`src/hw/rtl/atrr_pkg.sv`:
```
`default_nettype none
// ----------------------------------------------------------------------------
// atrr_pkg
// Shared types for the aging table: operation codes, controller commands
// and the status group returned by the datapath.
// ----------------------------------------------------------------------------
package atrr_pkg;

    typedef enum logic [1:0] {
        OP_ADD    = 2'd0,
        OP_REMOVE = 2'd1,
        OP_NEXT   = 2'd2,
        OP_TICK   = 2'd3
    } op_t;

    typedef enum logic [3:0] {
        CMD_NONE,
        CMD_LOAD,
        CMD_READ_IDX,
        CMD_SCAN_HIT,
        CMD_SCAN_ADV,
        CMD_APPEND,
        CMD_REFRESH,
        CMD_FULL,
        CMD_READ_NEXT,
        CMD_SHIFT_WR,
        CMD_COUNT_DEC,
        CMD_READ_RESULT,
        CMD_TAKE_RESULT,
        CMD_AGE_STEP,
        CMD_PUBLISH
    } cmd_t;

    typedef struct packed {
        op_t  op;
        logic match;
        logic idx_last;
        logic count_zero;
        logic count_full;
        logic out_free;
    } status_t;

endpackage
`default_nettype wire

```
`src/hw/rtl/atrr_ctrl.sv`:
```
`default_nettype none
// ----------------------------------------------------------------------------
// atrr_ctrl
// Sequencer for the aging table: scans, shifts and ages entries one at a
// time by issuing commands to the datapath.
// ----------------------------------------------------------------------------
module atrr_ctrl
(
    input  wire logic             clk,
    input  wire logic             rst_n,
    input  wire logic             req_valid,
    output logic                  req_ready,
    input  wire atrr_pkg::status_t status,
    output atrr_pkg::cmd_t        cmd
);

    typedef enum logic [9:0] {
        ST_IDLE     = 10'b0000000001,
        ST_DISPATCH = 10'b0000000010,
        ST_SCAN_RD  = 10'b0000000100,
        ST_SCAN_EV  = 10'b0000001000,
        ST_HIT      = 10'b0000010000,
        ST_MISS     = 10'b0000100000,
        ST_SHIFT_RD = 10'b0001000000,
        ST_SHIFT_WR = 10'b0010000000,
        ST_FETCH    = 10'b0100000000,
        ST_FINISH   = 10'b1000000000
    } state_t;

    state_t state_reg;
    state_t state_next;
    logic   fetch_ev_reg;
    logic   fetch_ev_next;
    logic   age_reg;
    logic   age_next;

    always_comb
    begin
        state_next    = state_reg;
        fetch_ev_next = fetch_ev_reg;
        age_next      = age_reg;
        cmd           = atrr_pkg::CMD_NONE;
        req_ready     = 1'b0;
        case (state_reg)
            ST_IDLE:
            begin
                req_ready = 1'b1;
                if (req_valid)
                begin
                    cmd        = atrr_pkg::CMD_LOAD;
                    state_next = ST_DISPATCH;
                end
            end
            ST_DISPATCH:
            begin
                if (status.op == atrr_pkg::OP_TICK)
                begin
                    age_next   = 1'b1;
                    state_next = status.count_zero ? ST_FINISH : ST_SCAN_RD;
                end
                else
                begin
                    age_next   = 1'b0;
                    state_next = status.count_zero ? ST_MISS : ST_SCAN_RD;
                end
            end
            ST_SCAN_RD:
            begin
                cmd        = atrr_pkg::CMD_READ_IDX;
                state_next = ST_SCAN_EV;
            end
            ST_SCAN_EV:
            begin
                if (age_reg)
                begin
                    cmd        = atrr_pkg::CMD_AGE_STEP;
                    state_next = status.idx_last ? ST_FINISH : ST_SCAN_RD;
                end
                else if (status.match)
                begin
                    cmd        = atrr_pkg::CMD_SCAN_HIT;
                    state_next = ST_HIT;
                end
                else
                begin
                    cmd        = atrr_pkg::CMD_SCAN_ADV;
                    state_next = status.idx_last ? ST_MISS : ST_SCAN_RD;
                end
            end
            ST_HIT:
            begin
                case (status.op)
                    atrr_pkg::OP_ADD:
                    begin
                        cmd        = atrr_pkg::CMD_REFRESH;
                        state_next = ST_FINISH;
                    end
                    atrr_pkg::OP_REMOVE:
                    begin
                        state_next = ST_SHIFT_RD;
                    end
                    default:
                    begin
                        fetch_ev_next = 1'b0;
                        state_next    = ST_FETCH;
                    end
                endcase
            end
            ST_MISS:
            begin
                case (status.op)
                    atrr_pkg::OP_ADD:
                    begin
                        cmd        = status.count_full ? atrr_pkg::CMD_FULL
                                                       : atrr_pkg::CMD_APPEND;
                        state_next = ST_FINISH;
                    end
                    atrr_pkg::OP_NEXT:
                    begin
                        fetch_ev_next = 1'b0;
                        state_next    = status.count_zero ? ST_FINISH : ST_FETCH;
                    end
                    default:
                    begin
                        state_next = ST_FINISH;
                    end
                endcase
            end
            ST_SHIFT_RD:
            begin
                if (status.idx_last)
                begin
                    cmd        = atrr_pkg::CMD_COUNT_DEC;
                    state_next = ST_FINISH;
                end
                else
                begin
                    cmd        = atrr_pkg::CMD_READ_NEXT;
                    state_next = ST_SHIFT_WR;
                end
            end
            ST_SHIFT_WR:
            begin
                cmd        = atrr_pkg::CMD_SHIFT_WR;
                state_next = ST_SHIFT_RD;
            end
            ST_FETCH:
            begin
                if (fetch_ev_reg)
                begin
                    cmd        = atrr_pkg::CMD_TAKE_RESULT;
                    state_next = ST_FINISH;
                end
                else
                begin
                    cmd           = atrr_pkg::CMD_READ_RESULT;
                    fetch_ev_next = 1'b1;
                end
            end
            ST_FINISH:
            begin
                if (status.out_free)
                begin
                    cmd        = atrr_pkg::CMD_PUBLISH;
                    state_next = ST_IDLE;
                end
            end
            default:
            begin
                state_next = ST_IDLE;
            end
        endcase
    end

    always_ff @(posedge clk or negedge rst_n)
    begin
        if (!rst_n)
        begin
            state_reg    <= ST_IDLE;
            fetch_ev_reg <= 1'b0;
            age_reg      <= 1'b0;
        end
        else
        begin
            state_reg    <= state_next;
            fetch_ev_reg <= fetch_ev_next;
            age_reg      <= age_next;
        end
    end

`ifndef SYNTH
    a_ready_idle: assert property (@(posedge clk) disable iff (!rst_n)
        req_ready |-> (state_reg == ST_IDLE))
        else $error("ready outside idle");
    a_load_dispatch: assert property (@(posedge clk) disable iff (!rst_n)
        (cmd == atrr_pkg::CMD_LOAD) |=> (state_reg == ST_DISPATCH))
        else $error("load not followed by dispatch");
    a_publish_free: assert property (@(posedge clk) disable iff (!rst_n)
        (cmd == atrr_pkg::CMD_PUBLISH) |-> status.out_free)
        else $error("publish while output busy");
`endif

endmodule
`default_nettype wire

```
`src/hw/rtl/atrr_datapath.sv`:
```
`default_nettype none
// ----------------------------------------------------------------------------
// atrr_datapath
// Entry memory, scan index, write pointer, live count, result flags and
// the output register of the aging table.
// ----------------------------------------------------------------------------
module atrr_datapath
#(
    parameter int DEPTH        = 16,
    parameter int ID_BITS      = 16,
    parameter int TIMEOUT_BITS = 16
)
(
    input  wire logic             clk,
    input  wire logic             rst_n,
    input  wire logic [1:0]       operation,
    input  wire logic [15:0]      key_id,
    input  wire logic [15:0]      new_timeout,
    input  wire atrr_pkg::cmd_t   cmd,
    output atrr_pkg::status_t     status,
    output logic                  rsp_valid,
    input  wire logic             rsp_ready,
    output logic [15:0]           result_id,
    output logic                  found,
    output logic [8:0]            entry_count,
    output logic                  table_full,
    output logic                  was_empty,
    output logic [8:0]            expired_count
);

    localparam int IDX_W = (DEPTH > 1) ? $clog2(DEPTH) : 1;
    localparam int CNT_W = $clog2(DEPTH + 1);

    logic [ID_BITS-1:0]      id_mem  [DEPTH];
    logic [TIMEOUT_BITS-1:0] tmo_mem [DEPTH];

    atrr_pkg::op_t           op_reg;
    logic [ID_BITS-1:0]      key_reg;
    logic [TIMEOUT_BITS-1:0] tmo_reg;
    logic [ID_BITS-1:0]      rd_id_reg;
    logic [TIMEOUT_BITS-1:0] rd_tmo_reg;
    logic [CNT_W-1:0]        count_reg,   count_next;
    logic [IDX_W-1:0]        idx_reg,     idx_next;
    logic [CNT_W-1:0]        wp_reg,      wp_next;
    logic                    found_reg,   found_next;
    logic                    full_reg,    full_next;
    logic                    empty_reg,   empty_next;
    logic [CNT_W-1:0]        expired_reg, expired_next;
    logic [ID_BITS-1:0]      result_reg,  result_next;
    logic                    rsp_valid_reg, rsp_valid_next;
    logic [15:0]             out_id_reg;
    logic                    out_found_reg;
    logic [8:0]              out_count_reg;
    logic                    out_full_reg;
    logic                    out_empty_reg;
    logic [8:0]              out_expired_reg;

    logic                    rd_en;
    logic [IDX_W-1:0]        rd_addr;
    logic                    wr_en;
    logic [IDX_W-1:0]        wr_addr;
    logic [ID_BITS-1:0]      wr_id;
    logic [TIMEOUT_BITS-1:0] wr_tmo;
    logic [CNT_W-1:0]        idx_ext;
    logic [IDX_W-1:0]        idx_inc;
    logic                    idx_last;
    logic                    keep;
    logic                    out_free;

    assign idx_ext  = CNT_W'(idx_reg);
    assign idx_inc  = IDX_W'(idx_ext + CNT_W'(1));
    assign idx_last = (idx_ext + CNT_W'(1)) >= count_reg;
    assign keep     = rd_tmo_reg > TIMEOUT_BITS'(1);
    assign out_free = !rsp_valid_reg || rsp_ready;

    assign status.op         = op_reg;
    assign status.match      = (rd_id_reg == key_reg);
    assign status.idx_last   = idx_last;
    assign status.count_zero = (count_reg == '0);
    assign status.count_full = (count_reg == CNT_W'(DEPTH));
    assign status.out_free   = out_free;

    always_comb
    begin
        count_next     = count_reg;
        idx_next       = idx_reg;
        wp_next        = wp_reg;
        found_next     = found_reg;
        full_next      = full_reg;
        empty_next     = empty_reg;
        expired_next   = expired_reg;
        result_next    = result_reg;
        rsp_valid_next = rsp_valid_reg && !rsp_ready;
        rd_en          = 1'b0;
        rd_addr        = idx_reg;
        wr_en          = 1'b0;
        wr_addr        = idx_reg;
        wr_id          = key_reg;
        wr_tmo         = tmo_reg;
        case (cmd)
            atrr_pkg::CMD_LOAD:
            begin
                idx_next     = '0;
                wp_next      = '0;
                found_next   = 1'b0;
                full_next    = 1'b0;
                empty_next   = (count_reg == '0);
                expired_next = '0;
                result_next  = '0;
            end
            atrr_pkg::CMD_READ_IDX:
            begin
                rd_en = 1'b1;
            end
            atrr_pkg::CMD_SCAN_HIT:
            begin
                found_next = 1'b1;
            end
            atrr_pkg::CMD_SCAN_ADV:
            begin
                idx_next = idx_inc;
            end
            atrr_pkg::CMD_APPEND:
            begin
                wr_en      = 1'b1;
                wr_addr    = IDX_W'(count_reg);
                count_next = count_reg + CNT_W'(1);
            end
            atrr_pkg::CMD_REFRESH:
            begin
                wr_en = 1'b1;
            end
            atrr_pkg::CMD_FULL:
            begin
                full_next = 1'b1;
            end
            atrr_pkg::CMD_READ_NEXT:
            begin
                rd_en   = 1'b1;
                rd_addr = idx_inc;
            end
            atrr_pkg::CMD_SHIFT_WR:
            begin
                wr_en    = 1'b1;
                wr_id    = rd_id_reg;
                wr_tmo   = rd_tmo_reg;
                idx_next = idx_inc;
            end
            atrr_pkg::CMD_COUNT_DEC:
            begin
                count_next = count_reg - CNT_W'(1);
            end
            atrr_pkg::CMD_READ_RESULT:
            begin
                rd_en   = 1'b1;
                rd_addr = (found_reg && !idx_last) ? idx_inc : '0;
            end
            atrr_pkg::CMD_TAKE_RESULT:
            begin
                result_next = rd_id_reg;
            end
            atrr_pkg::CMD_AGE_STEP:
            begin
                idx_next = idx_inc;
                if (keep)
                begin
                    wr_en   = 1'b1;
                    wr_addr = IDX_W'(wp_reg);
                    wr_id   = rd_id_reg;
                    wr_tmo  = rd_tmo_reg - TIMEOUT_BITS'(1);
                    wp_next = wp_reg + CNT_W'(1);
                end
                else
                begin
                    expired_next = expired_reg + CNT_W'(1);
                end
                if (idx_last)
                begin
                    count_next = keep ? (wp_reg + CNT_W'(1)) : wp_reg;
                end
            end
            atrr_pkg::CMD_PUBLISH:
            begin
                rsp_valid_next = 1'b1;
            end
            default:
            begin
            end
        endcase
    end

    always_ff @(posedge clk)
    begin
        if (wr_en)
        begin
            id_mem[wr_addr]  <= wr_id;
            tmo_mem[wr_addr] <= wr_tmo;
        end
    end

    always_ff @(posedge clk)
    begin
        if (rd_en)
        begin
            rd_id_reg  <= id_mem[rd_addr];
            rd_tmo_reg <= tmo_mem[rd_addr];
        end
    end

    always_ff @(posedge clk)
    begin
        if (cmd == atrr_pkg::CMD_LOAD)
        begin
            op_reg  <= atrr_pkg::op_t'(operation);
            key_reg <= ID_BITS'(key_id);
            tmo_reg <= TIMEOUT_BITS'(new_timeout);
        end
        idx_reg     <= idx_next;
        wp_reg      <= wp_next;
        found_reg   <= found_next;
        full_reg    <= full_next;
        empty_reg   <= empty_next;
        expired_reg <= expired_next;
        result_reg  <= result_next;
        if (cmd == atrr_pkg::CMD_PUBLISH)
        begin
            out_id_reg      <= 16'(result_reg);
            out_found_reg   <= found_reg;
            out_count_reg   <= 9'(count_reg);
            out_full_reg    <= full_reg;
            out_empty_reg   <= empty_reg;
            out_expired_reg <= 9'(expired_reg);
        end
    end

    always_ff @(posedge clk or negedge rst_n)
    begin
        if (!rst_n)
        begin
            count_reg     <= '0;
            rsp_valid_reg <= 1'b0;
        end
        else
        begin
            count_reg     <= count_next;
            rsp_valid_reg <= rsp_valid_next;
        end
    end

    assign rsp_valid     = rsp_valid_reg;
    assign result_id     = out_id_reg;
    assign found         = out_found_reg;
    assign entry_count   = out_count_reg;
    assign table_full    = out_full_reg;
    assign was_empty     = out_empty_reg;
    assign expired_count = out_expired_reg;

`ifndef SYNTH
    a_count_bound: assert property (@(posedge clk) disable iff (!rst_n)
        count_reg <= CNT_W'(DEPTH))
        else $error("live count above depth");
    a_age_ptr: assert property (@(posedge clk) disable iff (!rst_n)
        (cmd == atrr_pkg::CMD_AGE_STEP) |-> (wp_reg <= idx_ext))
        else $error("aging write pointer ahead of read index");
    a_publish_valid: assert property (@(posedge clk) disable iff (!rst_n)
        (cmd == atrr_pkg::CMD_PUBLISH) |=> rsp_valid_reg)
        else $error("publish did not raise valid");
`endif

endmodule
`default_nettype wire

```
`src/hw/rtl/aging_table_round_robin.sv`:
```
`default_nettype none
// ----------------------------------------------------------------------------
// aging_table_round_robin
// Bounded table of id/timeout pairs kept in insertion order, with add or
// refresh, remove, next-after and aging tick operations.
// ----------------------------------------------------------------------------
// Usage:
//   Request channel (req_valid/req_ready) carries operation, key_id and
//   new_timeout; response channel (rsp_valid/rsp_ready) returns one item
//   per request with result_id, found, entry_count, table_full, was_empty
//   and expired_count.
//   Requests are handled one at a time. Entries sit in a single-port-write,
//   registered-read memory and are visited one at a time, each scan step
//   passing through a read state and an evaluate state. req_ready rises
//   with rsp_valid, so the next request can be accepted as soon as the
//   response is offered.
//   Reset empties the table at once (live count to zero); memory contents
//   are not cleared. A finished response waits in the output register while
//   the next request is accepted and processed; if the receiver stalls,
//   that request holds in its final state until the output register frees.
// ----------------------------------------------------------------------------
module aging_table_round_robin
#(
    parameter int DEPTH        = 16,
    parameter int ID_BITS      = 16,
    parameter int TIMEOUT_BITS = 16
)
(
    input  wire logic        clk,
    input  wire logic        rst_n,
    input  wire logic        req_valid,
    output logic             req_ready,
    input  wire logic [1:0]  operation,
    input  wire logic [15:0] key_id,
    input  wire logic [15:0] new_timeout,
    output logic             rsp_valid,
    input  wire logic        rsp_ready,
    output logic [15:0]      result_id,
    output logic             found,
    output logic [8:0]       entry_count,
    output logic             table_full,
    output logic             was_empty,
    output logic [8:0]       expired_count
);

    atrr_pkg::cmd_t    cmd;
    atrr_pkg::status_t status;

    atrr_ctrl u_ctrl
    (
        .clk       (clk),
        .rst_n     (rst_n),
        .req_valid (req_valid),
        .req_ready (req_ready),
        .status    (status),
        .cmd       (cmd)
    );

    atrr_datapath
    #(
        .DEPTH        (DEPTH),
        .ID_BITS      (ID_BITS),
        .TIMEOUT_BITS (TIMEOUT_BITS)
    )
    u_datapath
    (
        .clk           (clk),
        .rst_n         (rst_n),
        .operation     (operation),
        .key_id        (key_id),
        .new_timeout   (new_timeout),
        .cmd           (cmd),
        .status        (status),
        .rsp_valid     (rsp_valid),
        .rsp_ready     (rsp_ready),
        .result_id     (result_id),
        .found         (found),
        .entry_count   (entry_count),
        .table_full    (table_full),
        .was_empty     (was_empty),
        .expired_count (expired_count)
    );

endmodule
`default_nettype wire
```
`config.mk`:
```
export PLATFORM = sky130hd
export DESIGN_NAME = aging_table_round_robin
export DESIGN_NICKNAME = d
export VERILOG_FILES = /design/src/hw/rtl/atrr_pkg.sv /design/src/hw/rtl/atrr_ctrl.sv /design/src/hw/rtl/atrr_datapath.sv /design/src/hw/rtl/aging_table_round_robin.sv
export SDC_FILE = /design/constraint.sdc
export NUM_CORES = 1
export LEC_CHECK = 0
export BUFFER_PORTS_ARGS = -buffer_cell sky130_fd_sc_hd__buf_2
export CAP_MARGIN = 30
export CORE_MARGIN = 2
export CORE_UTILIZATION = 56
export CTS_CLUSTER_SIZE = 40
export DETAILED_ROUTE_END_ITERATION = 8
export PLACE_DENSITY = 0.76
export SYNTH_ARGS = -nofsm -noshare
export SYNTH_HDL_FRONTEND = slang
export SYNTH_SLANG_ARGS = --single-unit
```
`constraint.sdc`:
```
create_clock -name clk -period 5.05 [get_ports clk]
set_clock_uncertainty 0.2 [all_clocks]
set_input_delay 1.01 -clock clk [delete_from_list [all_inputs] [get_ports clk]]
set_output_delay 1.01 -clock clk [all_outputs]
set_load 0.05 [all_outputs]
```
After elaboration in Yosys (flattened, before gate mapping):

Memory sizes are Yosys's and may differ from the RTL's. A register that Yosys moved wholly into a read port is not among the register bits.
Index checks and enable logic that the tools add are counted.
Widths: inputs -> output; s select.

* flip-flop bits (word level): 114
* bits in latches: 0
* memory bits (writable): 512
* bits in read-only memories: 0
* output and inout port bits: 39
* memories: 2

* add/sub/neg operators: 6
* multiply operators: 0
* divide/modulo/power cells: 0
* $lt $le $gt $ge: 2
* equality and inequality tests: 36
* shifts and indexed selects: 0
* muxes and demuxes: 54
* bitwise gates (word level): 0
* reduce and logical (&&, ||, !) cells: 23

Memory list
* u_datapath.id_mem: words 16, bits a word 16, read ports 1, clocked after Yosys merged registers in 1, write ports 1, RTL line atrr_datapath.sv:34 `logic [ID_BITS-1:0] id_mem [DEPTH];`
* u_datapath.tmo_mem: words 16, bits a word 16, read ports 1, clocked after Yosys merged registers in 1, write ports 1, RTL line atrr_datapath.sv:35 `logic [TIMEOUT_BITS-1:0] tmo_mem [DEPTH];`

Operator list (count)
* $mux 10: 11
* $pmux 10 s10: 1
* $pmux 16 s2: 3
* $pmux 4 s9: 1
* $mux 16: 2
* $eq 4x4->1 const B: 7
* $pmux 4 s2: 3
* $mux 4: 5
* $pmux 10 s2: 1
* $pmux 5 s2: 2
* $eq 16x16->1: 1
* $eq 4x3->1 const B: 4
* $gt 16x1->1 const B: 1
* $sub 16x1->16 const B: 1
* $add 5x1->5 const B: 3
* $mux 5: 3
* $pmux 5 s3: 1
* $mux 6: 2
* $eq 10x1->1 const B: 1
* $eq 10x10->1 const B: 1
* $eq 10x2->1 const B: 1
* $eq 10x3->1 const B: 1
* $eq 10x4->1 const B: 1
* $eq 10x5->1 const B: 1
* 30 further kinds: 63

Longest topological paths before layout:

Gate-level depths: netlist of the first run.

* word-level depth: 9
* mapped depth: 16
* mapped depth without buffers: 14

Cells and area by module:

From an unflattened synthesis of the first run, not the netlist that was laid out.

* cells, all modules: 1868
* area, all modules: 27340.0 µm²

Modules (own cells, without submodules)
* atrr_datapath: times used 1, cells each 1752, area each 26346.5 µm², sequential area each 19368.6 µm²
* atrr_ctrl: times used 1, cells each 116, area each 993.5 µm², sequential area each 301.5 µm²

Least setup slack after synthesis of the first run:

Ideal clock, no wire load.

* kind: flip-flop to flip-flop
* start point: reg u_datapath.idx_reg[1]
* end point: mem u_datapath.id_mem[9][0], enable pin
* library setup time: 421 ps
* data arrival time: 4433 ps
* data required time: 4429 ps
* path slack: -4 ps
* stages on the path, launching flop included: 13
* period minus slack after synthesis: 5054 ps
* cells stage by stage: edfxtp_1 ha_1 xor2_1 ha_1 a21o_1 a31oi_1 o21a_1 o32ai_1 nor3_1 nand3_1 a211oi_1 nand3_1 nor2_1

* longest elaborated chain between the ends: 9
* elaborated cells on any way between the ends: 14

Ends and longest elaborated chain
* start: declaration: RTL line atrr_datapath.sv:43 `logic [IDX_W-1:0] idx_reg, idx_next;`
* start signal: assignment: RTL line atrr_datapath.sv:218 `idx_reg <= idx_next;`
* $add 4x1->5 *: RTL line atrr_datapath.sv:72 `assign idx_last = (idx_ext + CNT_W'(1)) >= count_reg;`
* via u_datapath.idx_inc[2]: RTL line atrr_datapath.sv:65 `logic [IDX_W-1:0] idx_inc;`
* $ge 5x5->1 *: RTL line atrr_datapath.sv:72
* $mux 2 *: RTL line atrr_ctrl.sv:131 `if (status.idx_last)`
* $pmux 4 s9 *: RTL line atrr_ctrl.sv:44 `case (state_reg)`
* $eq 4x3->1 / $eq 4x4->1 (equally long branches): RTL line atrr_datapath.sv:100 `case (cmd)`
* $reduce_or 3->1 (no line)
* $pmux 1 s2: RTL line atrr_datapath.sv:100
* $mux 1: RTL line atrr_datapath.sv:194 `if (wr_en)`
* $mux 1 (not written as such): RTL line atrr_datapath.sv:196 `id_mem[wr_addr] <= wr_id;`
* end: declaration: RTL line atrr_datapath.sv:34

The timed path passes the listed nets; every way through them passes the cells marked *.

Worst setup path after layout of the first run:

* start point: reg u_datapath.idx_reg[1]
* end point: reg u_datapath.rd_tmo_reg[6], read port of u_datapath.tmo_mem, data pin

* longest elaborated chain between the ends: 7
* elaborated cells on any way between the ends: 13

Ends and longest elaborated chain
* $add 4x1->5 *: RTL line atrr_datapath.sv:72
* via u_datapath.idx_inc[2]: RTL line atrr_datapath.sv:65
* $ge 5x5->1: RTL line atrr_datapath.sv:72
* $mux 2: RTL line atrr_ctrl.sv:131
* $pmux 4 s9: RTL line atrr_ctrl.sv:44
* $eq 4x2->1 / $eq 4x4->1 (equally long branches): RTL line atrr_datapath.sv:100
* $reduce_or 3->1 (no line)
* $mux 1: RTL line atrr_datapath.sv:100
* end: declaration: RTL line atrr_datapath.sv:41 `logic [TIMEOUT_BITS-1:0] rd_tmo_reg;`

Marks and branches as above.
A chain may end at the register's enable or synchronous reset.

==> results of run 1 <==
[final timing paths]
path                                            start                       end  depth (start not counted)
min in group clk                 u_datapath.empty_reg      u_datapath.was_empty                          0
worst min register to register   u_datapath.empty_reg      u_datapath.was_empty                          0
worst max-delay path            u_datapath.idx_reg[1]  u_datapath.rd_tmo_reg[6]                         13
max in group asynchronous                       rst_n       u_ctrl.state_reg[0]                          1
worst min-delay path                            rst_n       u_ctrl.state_reg[7]                          1
worst max register to register  u_datapath.idx_reg[1]  u_datapath.rd_tmo_reg[6]                         13
[layout make-up]
class	instances	area, um2
flip-flops and latches	658	19700
inverters	18	67.6
well taps	664	831
multi-input cells	1105	7540
repair buffers	136	1000
clock inverters	34	329
fillers	3422	17900
clock buffers	84	1780
[cell usage in the layout, fill, tap and decap left out, drive strengths merged, types with 33 or more instances in the layout]
cell type,count
a211oi,98
a221o,33
a31oi,66
and2,102
and3,60
buf,136
clkbuf,84
edfxtp,640
mux2,33
mux2i,72
nand2,284
nor2,54
o32ai,33
[power breakdown]
part	internal (mW)	switching, mW	leakage (nW)
Clock	2.77	2.02	1.01
Combinational	0.966	1.99	3.83
Sequential	6.51	0.174	6.00
Total	10.2	4.18	10.8
[synth_stat cells, types with 5 or more instances]
cell type	count	share of area, %
buf_6	19	0.77
and2_1	78	1.7
a211o_1	7	0.22
mux2_2	33	1.3
nand2b_1	6	0.13
xor2_1	27	0.85
buf_2	28	0.50
nor2_1	54	0.73
a221o_1	33	1.2
clkbuf_1	35	0.47
a31oi_1	66	1.5
clkbuf_8	10	0.49
nand3b_1	6	0.16
o32ai_1	33	1.0
dlygate4sd1_1	5	0.16
nand2_1	283	3.8
inv_1	18	0.24
a21oi_1	22	0.39
nor3_1	24	0.43
and2_0	6	0.13
dfrtp_1	17	1.5
a211oi_1	55	1.5
edfxtp_1	640	69
a21o_1	15	0.40
ha_1	13	0.58
o21ai_0	23	0.41
and3_2	24	0.64
and2_2	18	0.48
buf_4	15	0.40
nand3_1	19	0.34
nor4_1	8	0.18
mux2i_1	72	2.6
and3_1	36	0.81
nor2b_1	6	0.13
a211oi_2	43	1.9
nand4_1	7	0.16
[metrics by stage]
step | hold slack, ns | utilization, % | worst slack (ns) | power, mW | area (um2)
6_report | 0.149 | 63.5 | 0.338 | 14.4 | 31200
2_1_floorplan | 0.200 | - | -0.00428 | 8.75 | 28000
3_5_place_dp | 0.207 | 59.2 | 0.414 | 9.68 | 29100
4_1_cts | 0.126 | 63.5 | 0.377 | 14.4 | 31200
3_3_place_gp | 0.201 | 59.2 | 0.481 | 9.62 | 29100
5_1_grt | 0.168 | 63.5 | 0.178 | 14.9 | 31200
[worst max-delay path: stages, from the launching register on]
cell	delay, ns
edfxtp_1	0.47
ha_1	0.28
xor2_1	0.21
ha_1	0.28
a21o_1	0.18
a31oi_1	0.24
o2111ai_1	0.19
a211oi_2	0.34
or2_4	0.22
a22o_4	0.55
buf_4	0.39
a211oi_1	0.10
o32ai_1	0.67
a221o_1	0.22
[cells by family (layout without fill, tap and decap cells)]
family,after synthesis,in the layout,synth area share [%]
AO/OA/AOI/OAI,337,337,9.70
XOR/XNOR,31,31,0.971
adder cells (fa/ha/maj),14,14,0.654
buffers and inverters,139,272,3.37
flip-flops,658,658,70.4
multiplexers,105,105,3.91
other,1,8,0.0134
AND/OR/NAND/NOR,610,610,11.0
[metal layers]
metal | up-vias | routed length (um) | global-route usage (%)
li1 | 7453 | - | -
met1 | 8360 | 27600 | 37.6
met2 | 942 | 29100 | 38.0
met3 | 104 | 6510 | 5.28
met4 | 0 | 1450 | 8.01
met5 | - | 0 | 0
==> results.sh, run 1 <==
export IMPL_critical_path_arrival_ns=4.98
export IMPL_crit_type="reg2reg"
export IMPL_grt_usage_pct=25.4
export IMPL_num_rows=81
export IMPL_grt_max_degree=65
export IMPL_finalHoldViolCount=0
export IMPL_start_util_pct=56.9
export IMPL_syn_avg_cell_area_um2=14.8
export IMPL_period_share_pct=93.3
export IMPL_power_density_nw_per_um2=462
export IMPL_hold_path_class="in2async"
export IMPL_synth_seq_cells=658
export IMPL_clock_latency_ns=0.61
export IMPL_drt_total_wl_um=64700
export IMPL_syn_to_final_growth_pct=11.7
export IMPL_cts_root_buf="clkbuf_16"
export IMPL_cp_max_fo=38
export IMPL_drtIter0Drc=2081
export IMPL_post_place_cells=2581
export IMPL_cts_buffer_depth=3
export IMPL_tightestPinTransition_ns=1.03
export IMPL_synth_edf_count=640
export IMPL_cts_resized_gates=0
export IMPL_grt_pass1_wl_um=97900
export IMPL_rsz0062_at_grt="no"
export IMPL_vias=16859
export IMPL_status="completed"
export IMPL_post_cts_setup_buffers=0
export IMPL_htreeDepth=3
export IMPL_gr_total_overflow=0
export IMPL_cp_required_ns=5.32
export IMPL_gp_congestion=0.918
export IMPL_final_nets=2037
export IMPL_drcViolationCount=0
export IMPL_dp_hpwl_um=42000
export IMPL_grt_antenna_before_repair=0
export IMPL_syn_area_um2=28000
export IMPL_peakVddDrop_mv=0.256
export IMPL_worstSetupEndpointType="flop"
export IMPL_largest_registers="u_datapath.id_mem: 256 flops, u_datapath.tmo_mem: 256 flops"
export IMPL_io_buffers=68
export IMPL_synthCells=1895
export IMPL_fp_coreArea_um2=49200
export IMPL_routedWlPerCell_um=24.0
export IMPL_rrSetupSlack_ns=0.34
export IMPL_finalCriticalPeriod_ns=4.71
export IMPL_die_h_um=227
export IMPL_ys_flop_type="edfxtp_1"
export IMPL_cap_violations=0
export IMPL_drive_gt1_share_pct=18.9
export IMPL_relSlewSlack_pct=31.2
export IMPL_synth_async_reset_ratio_pct=2.74
export IMPL_startpoint_type="flop"
export IMPL_setup_tns_ns=0
export IMPL_total_leakage_power_nw=10.8
export IMPL_fp_dieW_um=227
export IMPL_ctsHoldBuffers=0
export IMPL_io_pins=77
export IMPL_fmax_ghz=0.212
export IMPL_cts_tree="done"
export IMPL_antenna_cells=0
export IMPL_slew_violations=0
export IMPL_first_pass_iters=5
export IMPL_dieArea_um2=51700
export IMPL_final_cells=2699
export IMPL_cts_sinks=658
export IMPL_cts_clk_slew_worst_paths_ns=0.07
export IMPL_seq_area_frac_synth_pct=70.4
export IMPL_yosys_warnings=0
export IMPL_finalSetupViolCount=0
export IMPL_synth_cell_type_count=85
export IMPL_grt_pass1_vias=16026
export IMPL_ant_nets=0
export IMPL_cts_buffers=66
export IMPL_post_drt_via_cell_ratio=6.25
Power figures use the tool's default switching activity.
==> run 2, diff against run 1 <==
==> constraint.sdc (replaced) <==
create_clock -name clk -period 4 [get_ports clk]
set_clock_uncertainty 0.2 [all_clocks]
set_input_delay 0.8 -clock clk [delete_from_list [all_inputs] [get_ports clk]]
set_output_delay 0.8 -clock clk [all_outputs]
set_load 0.05 [all_outputs]
==> results.sh, run 2 (synthesis results as in run 1) <==
export IMPL_rrSetupSlack_ns=0.06
export IMPL_worstSetupEndpointType="flop"
export IMPL_status="completed"
export IMPL_drt_total_wl_um=65600
export IMPL_first_pass_iters=6
export IMPL_rsz0062_at_grt="yes"
export IMPL_finalSetupViolCount=0
export IMPL_die_h_um=227
export IMPL_dpl_worst_slack_ns=-0.119
export IMPL_crit_type="reg2reg"
export IMPL_post_drt_via_cell_ratio=6.12
export IMPL_grt_pass1_vias=16971
export IMPL_cp_max_fo=15
export IMPL_num_rows=81
export IMPL_fmax_ghz=0.254
export IMPL_drcViolationCount=0
export IMPL_peakVddDrop_mv=0.368
export IMPL_cts_root_buf="clkbuf_16"
export IMPL_critical_path_arrival_ns=4.22
export IMPL_io_pins=77
export IMPL_routedWlPerCell_um=23.4
export IMPL_setup_tns_ns=0
export IMPL_relSlewSlack_pct=38.7
export IMPL_largest_registers="u_datapath.id_mem: 256 flops, u_datapath.tmo_mem: 256 flops"
export IMPL_comb_power_share_pct=24.2
export IMPL_startpoint_type="flop"
export IMPL_period_share_pct=98.4
export IMPL_cts_buffer_depth=3
export IMPL_timing_critical_path_cells="ha_4 -> buf_4 -> and3_4 -> ha_4 -> nand2_2 -> o21a_2 -> a31o_2 -> o21ai_4 -> buf_12 -> buf_12 -> buf_4 -> nand2_1 -> and3_1 -> o32ai_1 -> a221o_1"
export IMPL_cts_tree="done"
export IMPL_syn_to_final_growth_pct=17.6
export IMPL_tightestPinTransition_ns=0.917
export IMPL_vias=17197
export IMPL_fp_coreArea_um2=49200
export IMPL_grt_antenna_before_repair=0
export IMPL_start_util_pct=56.9
export IMPL_htreeDepth=2
export IMPL_final_common_cell="edfxtp_1"
export IMPL_layout_setup_ws_ns=0.0644
export IMPL_grt_usage_pct=25.1
export IMPL_gp_congestion=0.903
export IMPL_hold_path_class="in2reg"
export IMPL_io_buffers=68
export IMPL_drtIter0Drc=2038
export IMPL_cts_sinks=658
export IMPL_seqPwrFrac_pct=45.9
export IMPL_slowest_stage="edfxtp_1"
export IMPL_cts_clk_slew_worst_paths_ns=0.06
export IMPL_internal_power_mw=13.0
export IMPL_antenna_cells=0
export IMPL_slew_violations=0
export IMPL_finalCriticalPeriod_ns=3.94
export IMPL_fp_dieW_um=227
export IMPL_ant_nets=0
export IMPL_crit_buf_inv=4
export IMPL_final_nets=2153
export IMPL_critPathMaxStageDelay_ns=0.44
export IMPL_total_leakage_power_nw=11.6
export IMPL_dp_hpwl_um=41400
export IMPL_p_clk_share_pct=29.9
export IMPL_clock_latency_ns=0.64
export IMPL_cp_required_ns=4.28
export IMPL_finalHoldViolCount=0
export IMPL_cp_top_family="compound AO/OA/AOI/OAI gates"
export IMPL_dieArea_um2=51700
export IMPL_power_density_nw_per_um2=557
export IMPL_p_sw_mw=5.26
export IMPL_cap_violations=0
export IMPL_cts_buffers=61
export IMPL_grt_max_degree=59
export IMPL_layout_common_cells="edfxtp_1, nand2_1, buf_4, and2_1, mux2i_1"
export IMPL_gr_total_overflow=0
export IMPL_grt_pass1_wl_um=97200
export IMPL_switching_share_pct=28.8
export IMPL_drive_gt1_share_pct=25.5
## run 2: cell types whose count changed in the layout (fill, tap and decap cells not counted), sizes merged
cell	previous run	this run
clkinvlp	5	2
clkinv	22	27
buf	136	251
inv	20	19
bufbuf	0	1
bufinv	5	3
clkbuf	84	77
dlygate4sd3	0	1
## run 2: worst paths after layout
path | from | to | depth (start not counted)
setup / recovery | u_datapath.idx_reg[0] | u_datapath.rd_tmo_reg[7] | 15
hold / removal | key_id[7] | u_datapath.key_reg[7] | 1
setup reg to reg | u_datapath.idx_reg[0] | u_datapath.rd_tmo_reg[7] | 15
hold reg to reg | u_datapath.result_reg[13] | u_datapath.result_id[13] | 0
max in group asynchronous | rst_n | u_ctrl.state_reg[0] | 2
min in group asynchronous | rst_n | u_ctrl.state_reg[9] | 2
## run 2: final cells by class
type                    instances  area [um2]
fillers                      3147       16300
well taps                     664         831
repair buffers                257        2520
multi-input cells            1105        7940
inverters                      18        67.6
flip-flops and latches        658       19700
clock inverters                33         262
clock buffers                  73        1590
## run 2: per-layer routing
layer  vias to the layer above  wire, um  track usage (%)  part of all wire (%)
li1                       7687         -                -                     -
met1                      8582     26600             33.9                    40
met2                       806     31700             40.8                    48
met3                       122      5600             5.07                   8.5
met4                         0      1750             8.60                   2.7
met5                         -         0                0                     0
## run 2: timing repair
item,in CTS,in global routing
hold buffers,1,0
gates cloned,1,5
setup endpoints to repair,472,625
buffers inserted,3,5
hold endpoints to repair,17,0
pin swaps,2,9
gates resized for setup,14,41
## run 2: worst reg2reg max path, stage by stage, from the launching register on
cell	delay, ns
edfxtp_1	0.44
ha_4	0.21
buf_4	0.14
and3_4	0.18
ha_4	0.27
nand2_2	0.07
o21a_2	0.29
a31o_2	0.30
o21ai_4	0.22
buf_12	0.20
buf_12	0.16
buf_4	0.23
nand2_1	0.07
and3_1	0.17
o32ai_1	0.43
a221o_1	0.19
## run 2: metrics by stage
step / instances / power, mW / hold slack [ns] / util, % / instance area [um2]
3_3_place_gp: 2687 / 12.4 / 0.201 / 61.9 / 30400
2_1_floorplan: 1902 / 11.1 / 0.200 / - / 28200
6_report: 2808 / 18.3 / 0.135 / 66.9 / 32900
4_1_cts: 2798 / 18.0 / 0.110 / 66.0 / 32500
3_5_place_dp: 2687 / 12.5 / 0.205 / 61.9 / 30400
5_1_grt: 2808 / 18.9 / 0.116 / 66.9 / 32900
## run 2: power groups by stage
stage | Clock, mW | Sequential [mW] | Combinational (mW)
5_1_grt | 5.78 | 8.42 | 4.71
2_1_floorplan | 0 | 8.46 | 2.63
3_5_place_dp | 0 | 8.54 | 4.00
3_3_place_gp | 0 | 8.53 | 3.88
6_report | 5.47 | 8.41 | 4.42
4_1_cts | 5.53 | 8.40 | 4.12
